--- config.mk ---
export PLATFORM = sky130hd
export DESIGN_NAME = command_line_tokenizer
export DESIGN_NICKNAME = d
export VERILOG_FILES = /design/src/clt_pkg.sv /design/src/clt_comment.sv /design/src/clt_token.sv /design/src/command_line_tokenizer.sv
export SDC_FILE = /design/constraint.sdc
export NUM_CORES = 1
export LEC_CHECK = 0
export ABC_AREA = 1
export BUFFER_PORTS_ARGS = -buffer_cell sky130_fd_sc_hd__buf_2
export CAP_MARGIN = 20
export CORE_MARGIN = 2
export CORE_UTILIZATION = 61
export DETAILED_ROUTE_END_ITERATION = 12
export GPL_TIMING_DRIVEN = 0
export HOLD_SLACK_MARGIN = 0.08
export PLACE_DENSITY_LB_ADDON = 0.2
export SYNTH_ARGS = -nofsm -noshare
export SYNTH_HDL_FRONTEND = slang
export SYNTH_SLANG_ARGS = --single-unit
--- constraint.sdc ---
create_clock -name clk -period 3.5 [get_ports clk]
set_input_delay 0.175 -clock clk [delete_from_list [all_inputs] [get_ports clk]]
set_output_delay 0.175 -clock clk [all_outputs]
set_load 0.005 [all_outputs]
--- src/clt_pkg.sv ---
package clt_pkg;

  // Nesting and argument count limits
  localparam int unsigned    NEST_MAX  = 255;
  localparam int unsigned    DEPTH_W   = $clog2(NEST_MAX + 1);
  localparam longint unsigned COUNT_MAX = 64'd65535;
  localparam int unsigned    COUNT_W   = $clog2(COUNT_MAX + 1);

  // Character codes
  localparam logic [7:0] CH_LBRACE = 8'h7B;
  localparam logic [7:0] CH_RBRACE = 8'h7D;
  localparam logic [7:0] CH_LPAREN = 8'h28;
  localparam logic [7:0] CH_RPAREN = 8'h29;
  localparam logic [7:0] CH_BSLASH = 8'h5C;
  localparam logic [7:0] CH_QUOTE  = 8'h22;
  localparam logic [7:0] CH_PIPE   = 8'h7C;
  localparam logic [7:0] CH_HASH   = 8'h23;
  localparam logic [7:0] CH_LF     = 8'h0A;
  localparam logic [7:0] CH_SPACE  = 8'h20;
  localparam logic [7:0] CH_TAB    = 8'h09;
  localparam logic [7:0] CH_CR     = 8'h0D;

  // Line status codes
  localparam logic [2:0] ST_OK         = 3'd0;
  localparam logic [2:0] ST_CMT_OPEN   = 3'd1;
  localparam logic [2:0] ST_XTRA_BRACE = 3'd2;
  localparam logic [2:0] ST_XTRA_PAREN = 3'd3;
  localparam logic [2:0] ST_UNCLOSED   = 3'd4;
  localparam logic [2:0] ST_OVERFLOW   = 3'd5;

  typedef struct packed {
    logic [7:0] ch;
    logic       char_present;
    logic       line_end;
  } item_t;

  typedef struct packed {
    logic [7:0]  out_char;
    logic        char_valid;
    logic        arg_start;
    logic        line_done;
    logic [2:0]  status;
    logic [3:0]  unclosed_mask;
    logic [15:0] arg_count;
  } result_t;

  // Whitespace test: space, tab, LF, VT, FF, CR
  function automatic logic is_blank(input logic [7:0] c);
    return (c == CH_SPACE) || ((c >= CH_TAB) && (c <= CH_CR));
  endfunction

endpackage

--- src/clt_comment.sv ---
module clt_comment
  import clt_pkg::*;
(
  input  logic       clk,
  input  logic       rst,
  input  logic       step,
  input  item_t      item,
  output logic       pass,
  output logic       open
);

  logic comment_quote, comment_pipe, comment_skip_next, in_comment;
  logic comment_quote_next, comment_pipe_next, comment_skip_next_next, in_comment_next;

  // Filter one byte through the comment tracker
  always_comb begin
    comment_quote_next     = comment_quote;
    comment_pipe_next      = comment_pipe;
    comment_skip_next_next = comment_skip_next;
    in_comment_next        = in_comment;
    pass                   = 1'b0;
    if (item.char_present) begin
      if (in_comment) begin
        if (item.ch == CH_LF) begin
          in_comment_next = 1'b0;
          pass            = 1'b1;
        end
      end else if (comment_skip_next) begin
        comment_skip_next_next = 1'b0;
        pass                   = 1'b1;
      end else begin
        pass = 1'b1;
        priority if (item.ch == CH_BSLASH) begin
          comment_skip_next_next = 1'b1;
        end else if (item.ch == CH_HASH) begin
          if (!(comment_pipe || comment_quote)) begin
            in_comment_next = 1'b1;
            pass            = 1'b0;
          end
        end else if (item.ch == CH_PIPE) begin
          comment_pipe_next = !comment_pipe;
        end else if (item.ch == CH_QUOTE) begin
          comment_quote_next = !comment_quote;
        end else begin
          pass = 1'b1;
        end
      end
    end
    open = comment_quote_next || comment_pipe_next;
  end

  // Advance on each request; clear at line end
  always_ff @(posedge clk) begin
    if (rst || (step && item.line_end)) begin
      comment_quote     <= 1'b0;
      comment_pipe      <= 1'b0;
      comment_skip_next <= 1'b0;
      in_comment        <= 1'b0;
    end else if (step) begin
      comment_quote     <= comment_quote_next;
      comment_pipe      <= comment_pipe_next;
      comment_skip_next <= comment_skip_next_next;
      in_comment        <= in_comment_next;
    end
  end

endmodule

--- src/clt_token.sv ---
module clt_token
  import clt_pkg::*;
(
  input  logic    clk,
  input  logic    rst,
  input  logic    step,
  input  item_t   item,
  input  logic    pass,
  input  logic    cmt_open,
  output result_t result
);

  logic               token_quote, token_pipe, token_escape, inside_argument;
  logic [DEPTH_W-1:0] brace_depth, paren_depth;
  logic [2:0]         early_error;
  logic [COUNT_W-1:0] argument_total;

  logic               token_quote_next, token_pipe_next, token_escape_next;
  logic               inside_argument_next;
  logic [DEPTH_W-1:0] brace_depth_next, paren_depth_next;
  logic [2:0]         early_error_next;
  logic [COUNT_W-1:0] argument_total_next;

  logic       emit, start;
  logic [3:0] mask;
  logic [7:0] c;

  assign c = item.ch;

  // Split, track groups and count arguments
  always_comb begin
    token_quote_next     = token_quote;
    token_pipe_next      = token_pipe;
    token_escape_next    = token_escape;
    inside_argument_next = inside_argument;
    brace_depth_next     = brace_depth;
    paren_depth_next     = paren_depth;
    early_error_next     = early_error;
    argument_total_next  = argument_total;
    emit                 = 1'b0;
    start                = 1'b0;
    if (item.char_present && pass && (early_error == ST_OK)) begin
      if (is_blank(c) && !token_quote && !token_pipe &&
          (brace_depth == '0) && (paren_depth == '0)) begin
        inside_argument_next = 1'b0;
      end else begin
        emit = 1'b1;
        if (!inside_argument) begin
          inside_argument_next = 1'b1;
          start                = 1'b1;
          if (argument_total != COUNT_W'(COUNT_MAX)) begin
            argument_total_next = argument_total + 1'b1;
          end
        end
        priority if (token_escape) begin
          token_escape_next = 1'b0;
        end else if (c == CH_BSLASH) begin
          token_escape_next = 1'b1;
        end else if (c == CH_QUOTE) begin
          token_quote_next = !token_quote;
        end else if (c == CH_PIPE) begin
          token_pipe_next = !token_pipe;
        end else if (!token_pipe) begin
          priority if (c == CH_LBRACE) begin
            if (brace_depth == DEPTH_W'(NEST_MAX)) early_error_next = ST_OVERFLOW;
            else brace_depth_next = brace_depth + 1'b1;
          end else if (c == CH_RBRACE) begin
            if (brace_depth == '0) early_error_next = ST_XTRA_BRACE;
            else brace_depth_next = brace_depth - 1'b1;
          end else if (c == CH_LPAREN) begin
            if (paren_depth == DEPTH_W'(NEST_MAX)) early_error_next = ST_OVERFLOW;
            else paren_depth_next = paren_depth + 1'b1;
          end else if (c == CH_RPAREN) begin
            if (paren_depth == '0) early_error_next = ST_XTRA_PAREN;
            else paren_depth_next = paren_depth - 1'b1;
          end else begin
            early_error_next = early_error;
          end
        end else begin
          early_error_next = early_error;
        end
      end
    end
  end

  // Build the result, with line status on the line end
  always_comb begin
    mask = {token_pipe_next, (paren_depth_next != '0), (brace_depth_next != '0),
            token_quote_next};
    result               = '0;
    result.out_char      = emit ? c : 8'h00;
    result.char_valid    = emit;
    result.arg_start     = emit && start;
    result.line_done     = item.line_end;
    if (item.line_end) begin
      priority if (cmt_open) begin
        result.status = ST_CMT_OPEN;
      end else if (early_error_next != ST_OK) begin
        result.status = early_error_next;
      end else if (mask != 4'b0000) begin
        result.status        = ST_UNCLOSED;
        result.unclosed_mask = mask;
      end else begin
        result.arg_count = 16'(argument_total_next);
      end
    end
  end

  // Advance on each request; clear at line end
  always_ff @(posedge clk) begin
    if (rst || (step && item.line_end)) begin
      token_quote     <= 1'b0;
      token_pipe      <= 1'b0;
      token_escape    <= 1'b0;
      inside_argument <= 1'b0;
      brace_depth     <= '0;
      paren_depth     <= '0;
      early_error     <= ST_OK;
      argument_total  <= '0;
    end else if (step) begin
      token_quote     <= token_quote_next;
      token_pipe      <= token_pipe_next;
      token_escape    <= token_escape_next;
      inside_argument <= inside_argument_next;
      brace_depth     <= brace_depth_next;
      paren_depth     <= paren_depth_next;
      early_error     <= early_error_next;
      argument_total  <= argument_total_next;
    end
  end

endmodule

--- src/command_line_tokenizer.sv ---
// Channel  | Direction | Handshake                   | Payload
// item     | in        | item_valid / item_stall     | item_t (ch, char_present, line_end)
// result   | out       | result_valid / result_stall | result_t (one per request)
//
// One byte per cycle sustained while the result is not stalled. A request taken
// into the input register moves into the result register once that register can
// take it, and its result is then offered.
// The comment and tokenizer state advance as a request moves from the input
// register into the result register; all of it clears after a line end.
// Reset (rst, synchronous) empties both registers and clears all line state.
// A stalled result holds; the input register takes a request whenever it is
// empty or its request moves into the result register at the same edge.
module command_line_tokenizer
  import clt_pkg::*;
(
  input  logic    clk,
  input  logic    rst,
  input  logic    item_valid,
  output logic    item_stall,
  input  item_t   item,
  output logic    result_valid,
  input  logic    result_stall,
  output result_t result
);

  logic    s1_valid;
  item_t   s1_item;
  logic    load;
  logic    pass, cmt_open;
  result_t next_result;

  // Move the held request forward when the result register can take it
  assign load       = s1_valid && (!result_valid || !result_stall);
  assign item_stall = s1_valid && !load;

  clt_comment u_comment (
    .clk  (clk),
    .rst  (rst),
    .step (load),
    .item (s1_item),
    .pass (pass),
    .open (cmt_open)
  );

  clt_token u_token (
    .clk      (clk),
    .rst      (rst),
    .step     (load),
    .item     (s1_item),
    .pass     (pass),
    .cmt_open (cmt_open),
    .result   (next_result)
  );

  // Capture a request
  always_ff @(posedge clk) begin
    if (rst) begin
      s1_valid <= 1'b0;
    end else if (!item_stall) begin
      s1_valid <= item_valid;
    end
  end

  always_ff @(posedge clk) begin
    if (!item_stall && item_valid) begin
      s1_item <= item;
    end
  end

  // Hold or replace the result
  always_ff @(posedge clk) begin
    if (rst) begin
      result_valid <= 1'b0;
    end else if (load) begin
      result_valid <= 1'b1;
    end else if (!result_stall) begin
      result_valid <= 1'b0;
    end
  end

  always_ff @(posedge clk) begin
    if (load) begin
      result <= next_result;
    end
  end

endmodule
Word level (Yosys, flattened, before mapping)
Index checks and enable logic that the tools add are counted.
{"block": "classes", "add_sub_neg": 5, "n_lt_le_gt_ge": 2, "n_eq_ne": 14, "mux": 93, "bitwise_logic": 4, "reduce_logical": 39}
{"operator": "2-to-1 mux 8 bit", "n": 24}
{"operator": "2-to-1 mux 16 bit", "n": 4}
{"operator": "2-to-1 mux 1 bit", "n": 48}
{"operator": "2-to-1 mux 3 bit", "n": 16}
{"operator": "equality test 8 x 6 -> 1 bit, second input constant", "n": 5}
{"operator": "equality test 8 x 7 -> 1 bit, second input constant", "n": 4}
{"operator": "adder 16 x 1 -> 16 bit, second input constant", "n": 1}
{"operator": "adder 8 x 1 -> 8 bit, second input constant", "n": 2}
{"operator": "equality test 8 bit, second input constant", "n": 2}
{"operator": "logical NOT 8 bit", "n": 2}
{"operator": "!= test 16 bit, second input constant", "n": 1}
{"operator": "nonzero test 8 bit", "n": 2}
{"operator": "subtractor 8 x 1 -> 8 bit, second input constant", "n": 2}
{"operator": "logical AND 1 bit", "n": 12}
{"operator": "equality test 8 x 4 -> 1 bit, second input constant", "n": 1}
{"operator": ">= comparator 8 x 4 -> 1 bit, second input constant", "n": 1}
{"operator": "<= comparator 8 x 4 -> 1 bit, second input constant", "n": 1}
{"operator": "logical NOT 1 bit", "n": 8}
{"operator": "OR reduction 4 bit", "n": 2}
{"operator": "2-to-1 mux 7 bit", "n": 1}
{"operator": "AND reduction 3 bit", "n": 2}
{"operator": "logical OR 1 bit", "n": 5}
{"operator": "NOT 1 bit", "n": 4}
{"operator": "AND reduction 2 bit", "n": 2}
{"operator": "5 further kinds", "n": 5}
{"block": "word_totals", "register_bits": 89, "input_bits": 14, "out_inout_bits": 36, "elab_cells": 182}

Logic depth before layout (Yosys ltp)
Gate-level depths: netlist of run 1.
{"block": "logic_depth", "ltp_word": 18, "depth_mapped": 19, "mapped_depth_nobuf": 18}

By module
Synthesis of run 1 repeated with hierarchy kept, for this count alone.
{"block": "hier_totals", "cells_unflattened": 821, "area_unflattened_um2": 5948.2}
{"module": "clt_token", "n_inst": 1, "cells_per_inst": 690, "area_per_inst_um2": 4126.5, "seq_area_each_um2": 780.7}
{"module": "command_line_tokenizer", "n_inst": 1, "cells_per_inst": 56, "area_per_inst_um2": 1412.6, "seq_area_each_um2": 1361.3}
{"module": "clt_comment", "n_inst": 1, "cells_per_inst": 75, "area_per_inst_um2": 409.1, "seq_area_each_um2": 80.1}

Worst setup path before layout of run 1
OpenSTA, ideal clock, no wires.
{"block": "synth_path", "kind": "register -> register", "from": "register result_valid", "to": "register result[0] (netlist name), enable pin", "setup_ps": 412, "t_arrival_ps": 1915, "required_ps": 3088, "setup_slack_ps": 1173, "stages_incl_launch_ff": 5, "n_path_buf": 1, "synth_period_minus_slack_ps": 2327, "path_cell_list": "dfxtp_1 -> nand2_1 -> inv_1 -> nor2_1 -> clkbuf_1"}
{"block": "synth_via", "elab_chain_len": 3}
{"item": "start: declaration", "line": "command_line_tokenizer.sv:21", "rtl": "output logic result_valid,"}
{"item": "start signal: assignment", "line": "command_line_tokenizer.sv:73", "rtl": "result_valid <= 1'b0;"}
{"item": "start signal: assignment", "line": "command_line_tokenizer.sv:75", "rtl": "result_valid <= 1'b1;"}
{"item": "start signal: assignment", "line": "command_line_tokenizer.sv:77", "rtl": "result_valid <= 1'b0;"}
{"item": "logical NOT 1 bit", "line": "command_line_tokenizer.sv:33", "rtl": "assign load = s1_valid && (!result_valid || !result_stall);"}
{"item": "logical OR 1 bit", "line": "command_line_tokenizer.sv:33"}
{"item": "logical AND 1 bit", "line": "command_line_tokenizer.sv:33"}
{"item": "via load", "line": "command_line_tokenizer.sv:28", "rtl": "logic load;"}
{"item": "end signal: assignment", "line": "command_line_tokenizer.sv:83", "rtl": "result <= next_result;"}
{"item": "end: declaration", "line": "command_line_tokenizer.sv:23", "rtl": "output result_t result"}
The timed path passes the listed nets, and every way through them passes these cells.
A chain may end at the register's enable or synchronous reset.

Worst setup path after layout of run 1
{"block": "layout_path", "from": "register u_token.brace_depth[1]", "to": "register result[22] (netlist name) (data pin)"}
{"block": "layout_via", "elab_chain_len": 15, "elab_cells_between_ends": 40, "classes_between": "add/sub (2); eq/ne (1); mux (30); reduce/logical (7)"}
{"item": "start: declaration", "line": "clt_token.sv:14", "rtl": "logic [DEPTH_W-1:0] brace_depth, paren_depth;"}
{"item": "start signal: assignment", "line": "clt_token.sv:125", "rtl": "brace_depth <= brace_depth_next;"}
{"item": "subtractor 8 x 1 -> 8 bit or logical NOT 8 bit (tied branches)", "line": "clt_token.sv:69, clt_token.sv:44, clt_token.sv:68"}
{"item": "2-to-1 mux 8 bit", "line": "clt_token.sv:68", "rtl": "if (brace_depth == '0) early_error_next = ST_XTRA_BRACE;"}
{"item": "2-to-1 mux 8 bit", "line": "clt_token.sv:67", "rtl": "end else if (c == CH_RBRACE) begin"}
{"item": "2-to-1 mux 8 bit", "line": "clt_token.sv:64", "rtl": "priority if (c == CH_LBRACE) begin"}
{"item": "2-to-1 mux 8 bit", "line": "clt_token.sv:63", "rtl": "end else if (!token_pipe) begin"}
{"item": "2-to-1 mux 8 bit", "line": "clt_token.sv:61", "rtl": "end else if (c == CH_PIPE) begin"}
{"item": "2-to-1 mux 8 bit", "line": "clt_token.sv:59", "rtl": "end else if (c == CH_QUOTE) begin"}
{"item": "2-to-1 mux 8 bit", "line": "clt_token.sv:57", "rtl": "end else if (c == CH_BSLASH) begin"}
{"item": "2-to-1 mux 8 bit", "line": "clt_token.sv:55", "rtl": "priority if (token_escape) begin"}
{"item": "2-to-1 mux 8 bit", "line": "clt_token.sv:43", "rtl": "if (is_blank(c) && !token_quote && !token_pipe &&"}
{"item": "2-to-1 mux 8 bit", "line": "clt_token.sv:42", "rtl": "if (item.char_present && pass && (early_error == ST_OK)) begin"}
{"item": "nonzero test 8 bit", "line": "clt_token.sv:88", "rtl": "mask = {token_pipe_next, (paren_depth_next != '0), (brace_depth_next != '0),"}
{"item": "nonzero test 4 bit", "line": "clt_token.sv:100", "rtl": "end else if (mask != 4'b0000) begin"}
{"item": "2-to-1 mux 7 bit", "line": "clt_token.sv:100"}
{"item": "2-to-1 mux 3 bit (*)", "line": "clt_token.sv:98", "rtl": "end else if (early_error_next != ST_OK) begin"}
Every way passes the cells marked *; elsewhere a longest branch is shown, timed or not.

==> key figures, run 1 <==
Logic synthesis
  • Mean post-synth cell area: 7.35 sq um
  • Synth Instances: 739
  • Largest cells by area after synthesis: edfxtp_1, dfxtp_1, nand2_1, inv_1, nor2_1
  • Synth top area share: 24.3%
  • Asr flop ratio synth: 0%
  • Top cell type by total area after synthesis: edfxtp_1
  • Top FF cell, synth: dfxtp_1
  • Register area share after synthesis: 40.9%
  • YS warnings: 0
  • Area of the mapped netlist: 5430 sq um
  • Synth unique cells: 40
  • Synthesized flop and latch total: 89
  • Mapped Nets: 760
  • Post-synth EDFFs: 44

Timing
  • Endpoints failing hold: 0
  • Fmax: 0.343 GHz
  • Crit path time final: 2920 ps
  • Period Utilization, post-route: 83.3%
  • Setup-failing EPs final: 0
  • Worst Slack Setup Final: 583 ps
  • Worst slew margin: 52.7%
  • Worst-Margin Slew: 710 ps
  • Hold Slack: 88.8 ps
  • RSZ-0062 raised after global routing: no
  • Final TNS setup: 0 ps
  • Slew Viols, Final: 0
  • Clock Skews: 13.2 ps

Detailed routing
  • DR WL/cell: 14.0 um
  • Pre-Repair DR Iteration Count: 5
  • Post-route DRC violation count: 0
  • Via count: 5060
  • DRT Wirelength: 13000 um
  • DRT antenna net count: 0
  • Vias/cell: 5.47
  • DR iter-0 viols: 381

Place
  • I/O Buffers: 49
  • GP Congestion: 0.925
  • Final HPWL DP: 9640 um
  • Post-place setup slack: 681 ps
  • Placed Instances: 897

Clock tree
  • Setup Buffers After CTS: 0
  • Count of cells resized by post-cts repair: 0
  • Num CTS Buffers: 9
  • Clock latency on the worst-skew pair: 370 ps
  • H-tree levels: 3
  • CTS tree: done
  • Clock Tree Root: clkbuf_8
  • Clock Pin Slew Worst Setup and Hold Paths: 100 ps
  • Clock Sinks: 89
  • Clk buf depth: 2

Critical path
  • Critical-path maximum fanout: 6
  • Worst path arrival time: 3020 ps
  • Critical Path Max Stage Delay: 470 ps
  • Required time worst endpoint: 3610 ps
  • FF-to-FF path depth: 16
  • Worst path cell trace: inv_1 -> ha_1 -> nand2_1 -> nor2_4 -> nand2_1 -> nor2_4 -> nand2_4 -> nand2_1 -> nor2_1 -> nand3_1 -> nand2_1 -> nand2_1 -> nor2_1 -> nand3_2 -> o21bai_1 -> nand2_1
  • Most frequent CP cell: nand2_1
  • CP max-delay cell: dfxtp_1
  • Levels on crit path: 16
  • Delay-heaviest family, CP: simple AND/OR/NAND/NOR gates
  • Worst setup path end: result[22]
  • Critical path type: reg -> reg
  • Reg-to-Reg Start: u_token.brace_depth[1]
  • Buffers and inverters on the worst path: 1
  • CP Capture Type: flop
  • CP Launch Type: flop
  • Reg2reg setup slack: 580 ps
  • Crit path from: u_token.brace_depth[1]
  • Reg2reg end: result[22]

Die
  • Core Rows: 34
  • Core area: 8680 sq um
  • Die Area: 9680 sq um
  • Initial core utilization: 62.6%
  • Die Y: 98.4 um
  • Die width: 98.4 um
  • Ports: 50

Layout
  • Syn-to-layout area delta: 13.3%
  • Area of the multi-input gates: 2700 sq um
  • Filler cells: 706
  • Commonest cells after routing, fill and taps aside: nand2_1, inv_1, nor2_1, buf_2, o21ai_0
  • Layout Cells excl Fill: 925
  • Inserted Diodes: 0
  • Share of cells above drive strength 1: 15.8%
  • Layout Nets: 833
  • Commonest non-fill, non-tap cell in the layout: nand2_1
  • Register area: 2220 sq um

Power and ir drop
  • Cell area power density: 392 nW/um^2
  • Worst vdd ir: 0.000251 V
  • Pwr Total: 2.41 mW
  • Leak: 2.75 nW

Global routing
  • Largest net degree at the start of global routing: 31
  • Vias in the first global route: 4744
  • Total track usage: 27.6%
  • Gr ovfl total: 0
  • Initial antenna violation count: 0
  • First-pass GRT wire length: 21700 um

Flow run
  • Max-Cap Viols: 0

Outcome
  • Status: complete, no violations

Min path
  • HP Class: in -> reg
==> worst reg2reg max path, cell delays in order (launching register included) <==
cell,delay (ps)
dfxtp_1,470
inv_1,140
ha_1,230
nand2_1,120
nor2_4,60
nand2_1,100
nor2_4,40
nand2_4,80
nand2_1,60
nor2_1,250
nand3_1,110
nand2_1,100
nand2_1,80
nor2_1,280
nand3_2,160
o21bai_1,280
nand2_1,100
==> through the flow <==
| step | utilization (%) | area, sq um |
|---|---|---|
| 6_report | 70.9 | 6160 |
| 5_1_grt | 70.9 | 6160 |
| 4_1_cts | 70.9 | 6160 |
| 3_5_place_dp | 67.2 | 5840 |
| 3_3_place_gp | 67.0 | 5810 |
| 2_1_floorplan | - | 5430 |
==> what timing repair did <==
| action | CTS | global route |
|---|---|---|
| hold buffers | 12 | 0 |
| endpoints found under the hold margin | 12 | 0 |
| endpoints found under the setup margin | 0 | 0 |
==> state kept, by name (all words and copies together), names as in the netlist <==
| register | flops |
|---|---|
| result_valid | 1 |
| u_token.token_pipe | 1 |
| u_token.token_escape | 1 |
| u_token.early_error | 3 |
| u_token.argument_total | 16 |
| u_comment.comment_pipe | 1 |
| result | 34 |
| u_comment.in_comment | 1 |
| u_token.inside_argument | 1 |
| u_comment.comment_skip_next | 1 |
| u_comment.comment_quote | 1 |
| u_token.paren_depth | 8 |
| s1_valid | 1 |
| s1_item | 10 |
| u_token.brace_depth | 8 |
| u_token.token_quote | 1 |
==> area by class of cell <==
type / instances / area share (%)
inverter: 106 / 6.48
clock buffer: 9 / 2.01
timing repair buffer: 62 / 6.26
clock inverter: 7 / 1.26
multi-input combinational: 525 / 43.9
sequential: 89 / 36.1
buffer: 19 / 1.85
tap: 108 / 2.19
==> logic make-up after synthesis <==
| family | synth area share, % |
|---|---|
| fa+ha+maj | 1.61 |
| compound gates | 12.3 |
| mux | 0.184 |
| flops | 40.9 |
| xor+xnor | 3.22 |
| simple gates | 32.3 |
| buf+inv | 9.42 |
==> synthesized netlist by cell type (2+ instances only) <==
cell type,n
a211oi_1,4
a21oi_1,45
a31oi_1,2
buf_2,3
buf_6,3
clkbuf_1,11
clkinv_1,2
dfxtp_1,45
edfxtp_1,44
ha_1,7
inv_1,96
inv_2,7
nand2_1,191
nand2_2,3
nand2_4,3
nand3_1,40
nand3_2,3
nand3b_2,2
nand4_1,13
nor2_1,79
nor2_2,10
nor2_4,18
nor3_1,9
o211ai_1,13
o21ai_0,47
o21ai_1,4
o21ai_2,3
or2_2,2
xnor2_1,3
xor2_1,17
==> per-layer routing <==
metal,wire (um),global-route usage (%),share of wire [%],vias up
met3,590,4.51,4.5,29
met5,0,0,0,-
li1,-,-,-,2544
met1,5620,35.1,43,2316
met2,6490,48.2,50,171
met4,276,8.85,2.1,0
==> worst min path at each step <==
stage	from	endpoint	slack [ps]	depth (start not counted)
after CTS	result_stall	result_valid	90	3
after floorplan	rst	result_valid	240	1
after global routing	result_stall	result_valid	110	3
after global placement	item[4]	s1_item[4]	350	1
final	result_stall	result_valid	90	3
after detailed placement	item[4]	s1_item[4]	350	1
==> report_power, final <==
part	switching, mW	internal, mW	total [mW]
combinational	0.309	0.158	0.467
clock	0.403	0.339	0.742
sequential	0.0489	1.15	1.20
No activity file was read; power rests on OpenSTA's default activity.
==> inputs of run 2 (changes only) <==
--- a/config.mk
+++ b/config.mk
@@ -9,7 +9,7 @@
 export BUFFER_PORTS_ARGS = -buffer_cell sky130_fd_sc_hd__buf_2
 export CAP_MARGIN = 20
 export CORE_MARGIN = 2
-export CORE_UTILIZATION = 61
+export CORE_UTILIZATION = 60
 export DETAILED_ROUTE_END_ITERATION = 12
 export GPL_TIMING_DRIVEN = 0
 export HOLD_SLACK_MARGIN = 0.08
==> constraint.sdc (replaced) <==
create_clock -name clk -period 2.7 [get_ports clk]
set_input_delay 0.135 -clock clk [delete_from_list [all_inputs] [get_ports clk]]
set_output_delay 0.135 -clock clk [all_outputs]
set_load 0.005 [all_outputs]
==> run 2 against run 1 <==
Effect of this change: the run now ends with negative setup slack left; fmax increased by 6.9%; first-iteration DRC count decreased by 28%; sequential cell count unchanged; clock-buffer cell count increased by 1; clock skew decreased by 1.5 ps; final cell count increased by 2.8%; combinational power increased by 57%; critical path type unchanged; critical endpoint is now result[7]; largest power group unchanged.
==> key figures, run 2 (synthesized netlist as in run 1, its figures left out) <==
Outcome
  • Status: finished, violations left
  • Failing checks: negative setup slack

Clock tree
  • Num CTS Buffers: 9 (unchanged)
  • Clk buf depth: 2 (unchanged)
  • CTS tree: done
  • H-tree levels: 3 (unchanged)
  • Clock latency on the worst-skew pair: 370 ps (about the same)
  • Clock Sinks: 89 (unchanged)
  • Clock Pin Slew Worst Setup and Hold Paths: 100 ps (about the same)
  • Clock Tree Root: clkbuf_8

Critical path
  • Worst path cell trace: inv_2 -> nand2_1 -> nor2_1 -> nand2_1 -> nand2_1 -> nand2_2 -> nor2_8 -> nand3_4 -> clkbuf_16 -> o21ai_2 -> nand2_1 -> nor2_4 -> nand3_4 -> nor2_4 -> nand2_4 -> clkbuf_16 -> nor2_4
  • Worst path arrival time: 2970 ps (-50 ps)
  • Critical Path Max Stage Delay: 490 ps (+20 ps)
  • Required time worst endpoint: 2940 ps (-670 ps)
  • CP Launch Type: flop
  • Crit path from: s1_item[7]
  • CP Capture Type: flop
  • Reg-to-Reg Start: s1_item[7]
  • CP max-delay cell: edfxtp_1
  • Critical path type: reg -> reg
  • Buffers and inverters on the worst path: 3 (+2)
  • Delay-heaviest family, CP: simple AND/OR/NAND/NOR gates
  • Critical-path maximum fanout: 8 (+2)
  • Most frequent CP cell: nand2_1
  • Reg2reg setup slack: -30 ps (-610 ps)

Die
  • Die Y: 99.2 um (+0.80%)
  • Core Rows: 34 (unchanged)
  • Initial core utilization: 62.0% (-0.61 points)
  • Die width: 99.2 um (+0.80%)
  • Ports: 50 (unchanged)
  • Core area: 8760 sq um (+0.98%)
  • Die Area: 9830 sq um (+1.6%)

Min path
  • Hold_sp: result_stall
  • HP Class: in -> reg

Timing
  • Fmax: 0.366 GHz (+6.9%)
  • Final TNS setup: -131 ps (-131 ps)
  • Worst Slack Setup Final: -28.5 ps (-611 ps)
  • Clock Skews: 11.7 ps (-1.46 ps)
  • Slew Viols, Final: 0 (unchanged)
  • Worst slew margin: 52.8% (+0.083 points)
  • Crit path time final: 2730 ps (-189 ps)
  • Endpoints failing hold: 0 (unchanged)
  • Period Utilization, post-route: 101% (+18 points)
  • RSZ-0062 raised after global routing: yes
  • Worst-Margin Slew: 708 ps (-1.25 ps)
  • Setup-failing EPs final: 9 (+9)

Power and ir drop
  • Leak: 2.92 nW (+6.1%)
  • Cell area power density: 483 nW/um^2 (+23%)
  • Worst vdd ir: 0.000344 V (+37%)

Layout
  • Syn-to-layout area delta: 21.4%
  • Layout Nets: 859 (+3.1%)
  • Design Area, Final: 6600 sq um (+7.2%)
  • Largest registers: result (34), u_token.argument_total (16), s1_item (10)
  • Commonest cells after routing, fill and taps aside: nand2_1, inv_1, nor2_1, buf_2, o21ai_0
  • Max FFs per register: 34 (unchanged)
  • Inserted Diodes: 0 (unchanged)
  • Share of cells above drive strength 1: 23.8% (+8.1 points)
  • Post-layout util: 75.3% (+4.3 points)
  • Largest Register: result
  • Commonest non-fill, non-tap cell in the layout: nand2_1

Global routing
  • Largest net degree at the start of global routing: 31 (unchanged)
  • Total track usage: 27.4% (-0.22 points)
  • First-pass GRT wire length: 21800 um (+0.57%)
  • Vias in the first global route: 4802 (+1.2%)
  • Initial antenna violation count: 0 (unchanged)
  • Gr ovfl total: 0 (unchanged)

Detailed routing
  • Vias/cell: 5.52 (+0.90%)
  • DRT antenna net count: 0 (unchanged)
  • Pre-Repair DR Iteration Count: 5 (unchanged)
  • Via count: 5249 (+3.7%)
  • Post-route DRC violation count: 0 (unchanged)
  • DRT Wirelength: 13900 um (+7.1%)
  • DR WL/cell: 14.6 um (+4.2%)
  • DR iter-0 viols: 273 (-28%)

Place
  • GP Congestion: 0.900 (-2.7%)
  • DP Area: 5840 sq um (unchanged)
  • I/O Buffers: 49 (unchanged)
  • Final HPWL DP: 9530 um (-1.2%)

Flow run
  • Max-Cap Viols: 0 (unchanged)
## run 2: layer usage
layer | vias to the layer above | wire length (um) | global-route usage (%)
li1 | 2586 | - | -
met1 | 2422 | 5790 | 35.5
met2 | 203 | 6900 | 46.5
met3 | 38 | 791 | 3.37
met4 | 0 | 416 | 11.7
met5 | - | 0 | 0
## run 2: what timing repair did
item | 4_1_cts | 5_1_grt
hold buffers | 13 | 0
buffers inserted | 4 | 19
setup endpoints to repair | 15 | 22
endpoints found under the hold margin | 12 | 0
gates resized for setup | 12 | 54
gates cloned | 0 | 2
pin swaps | 2 | 24
## run 2: worst min-delay path, stage by stage
cell	delay [ps]
buf_2	100
nand2_1	110
nor2_1	60
inv_1	60
a21oi_1	60
## run 2: path summary, 6_finish.rpt
kind / cells past startpoint / endpoint
max: 17 / result[7]
min: 5 / s1_valid
max reg2reg: 17 / result[7]
min reg2reg: 2 / u_token.early_error[2]
## run 2: area by class of cell
class | count | area, sq um
tap | 108 | 135
clock buffer | 10 | 138
multi-input combinational | 525 | 2900
timing repair buffer | 88 | 622
sequential | 89 | 2220
fill | 668 | 2170
buffer | 19 | 130
inverter | 106 | 399
clock inverter | 6 | 47.5
## run 2: through the flow
stage                     instances  power (mW)  hold WS (ps)  setup slack, ps
after CTS                       930        3.07           160             14.2
after detailed placement        897        2.16           313             -121
after floorplan                 739        2.00           204              373
final                           951        3.19           187            -28.5
after global routing            951        3.32           242             -172
after global placement          896        2.15           311             -229
## run 2: report_power, final
part,leakage [nW],internal (mW),switching [mW]
registers,0.797,1.50,0.0631
clock network,0.0937,0.370,0.525
logic,2.03,0.272,0.461
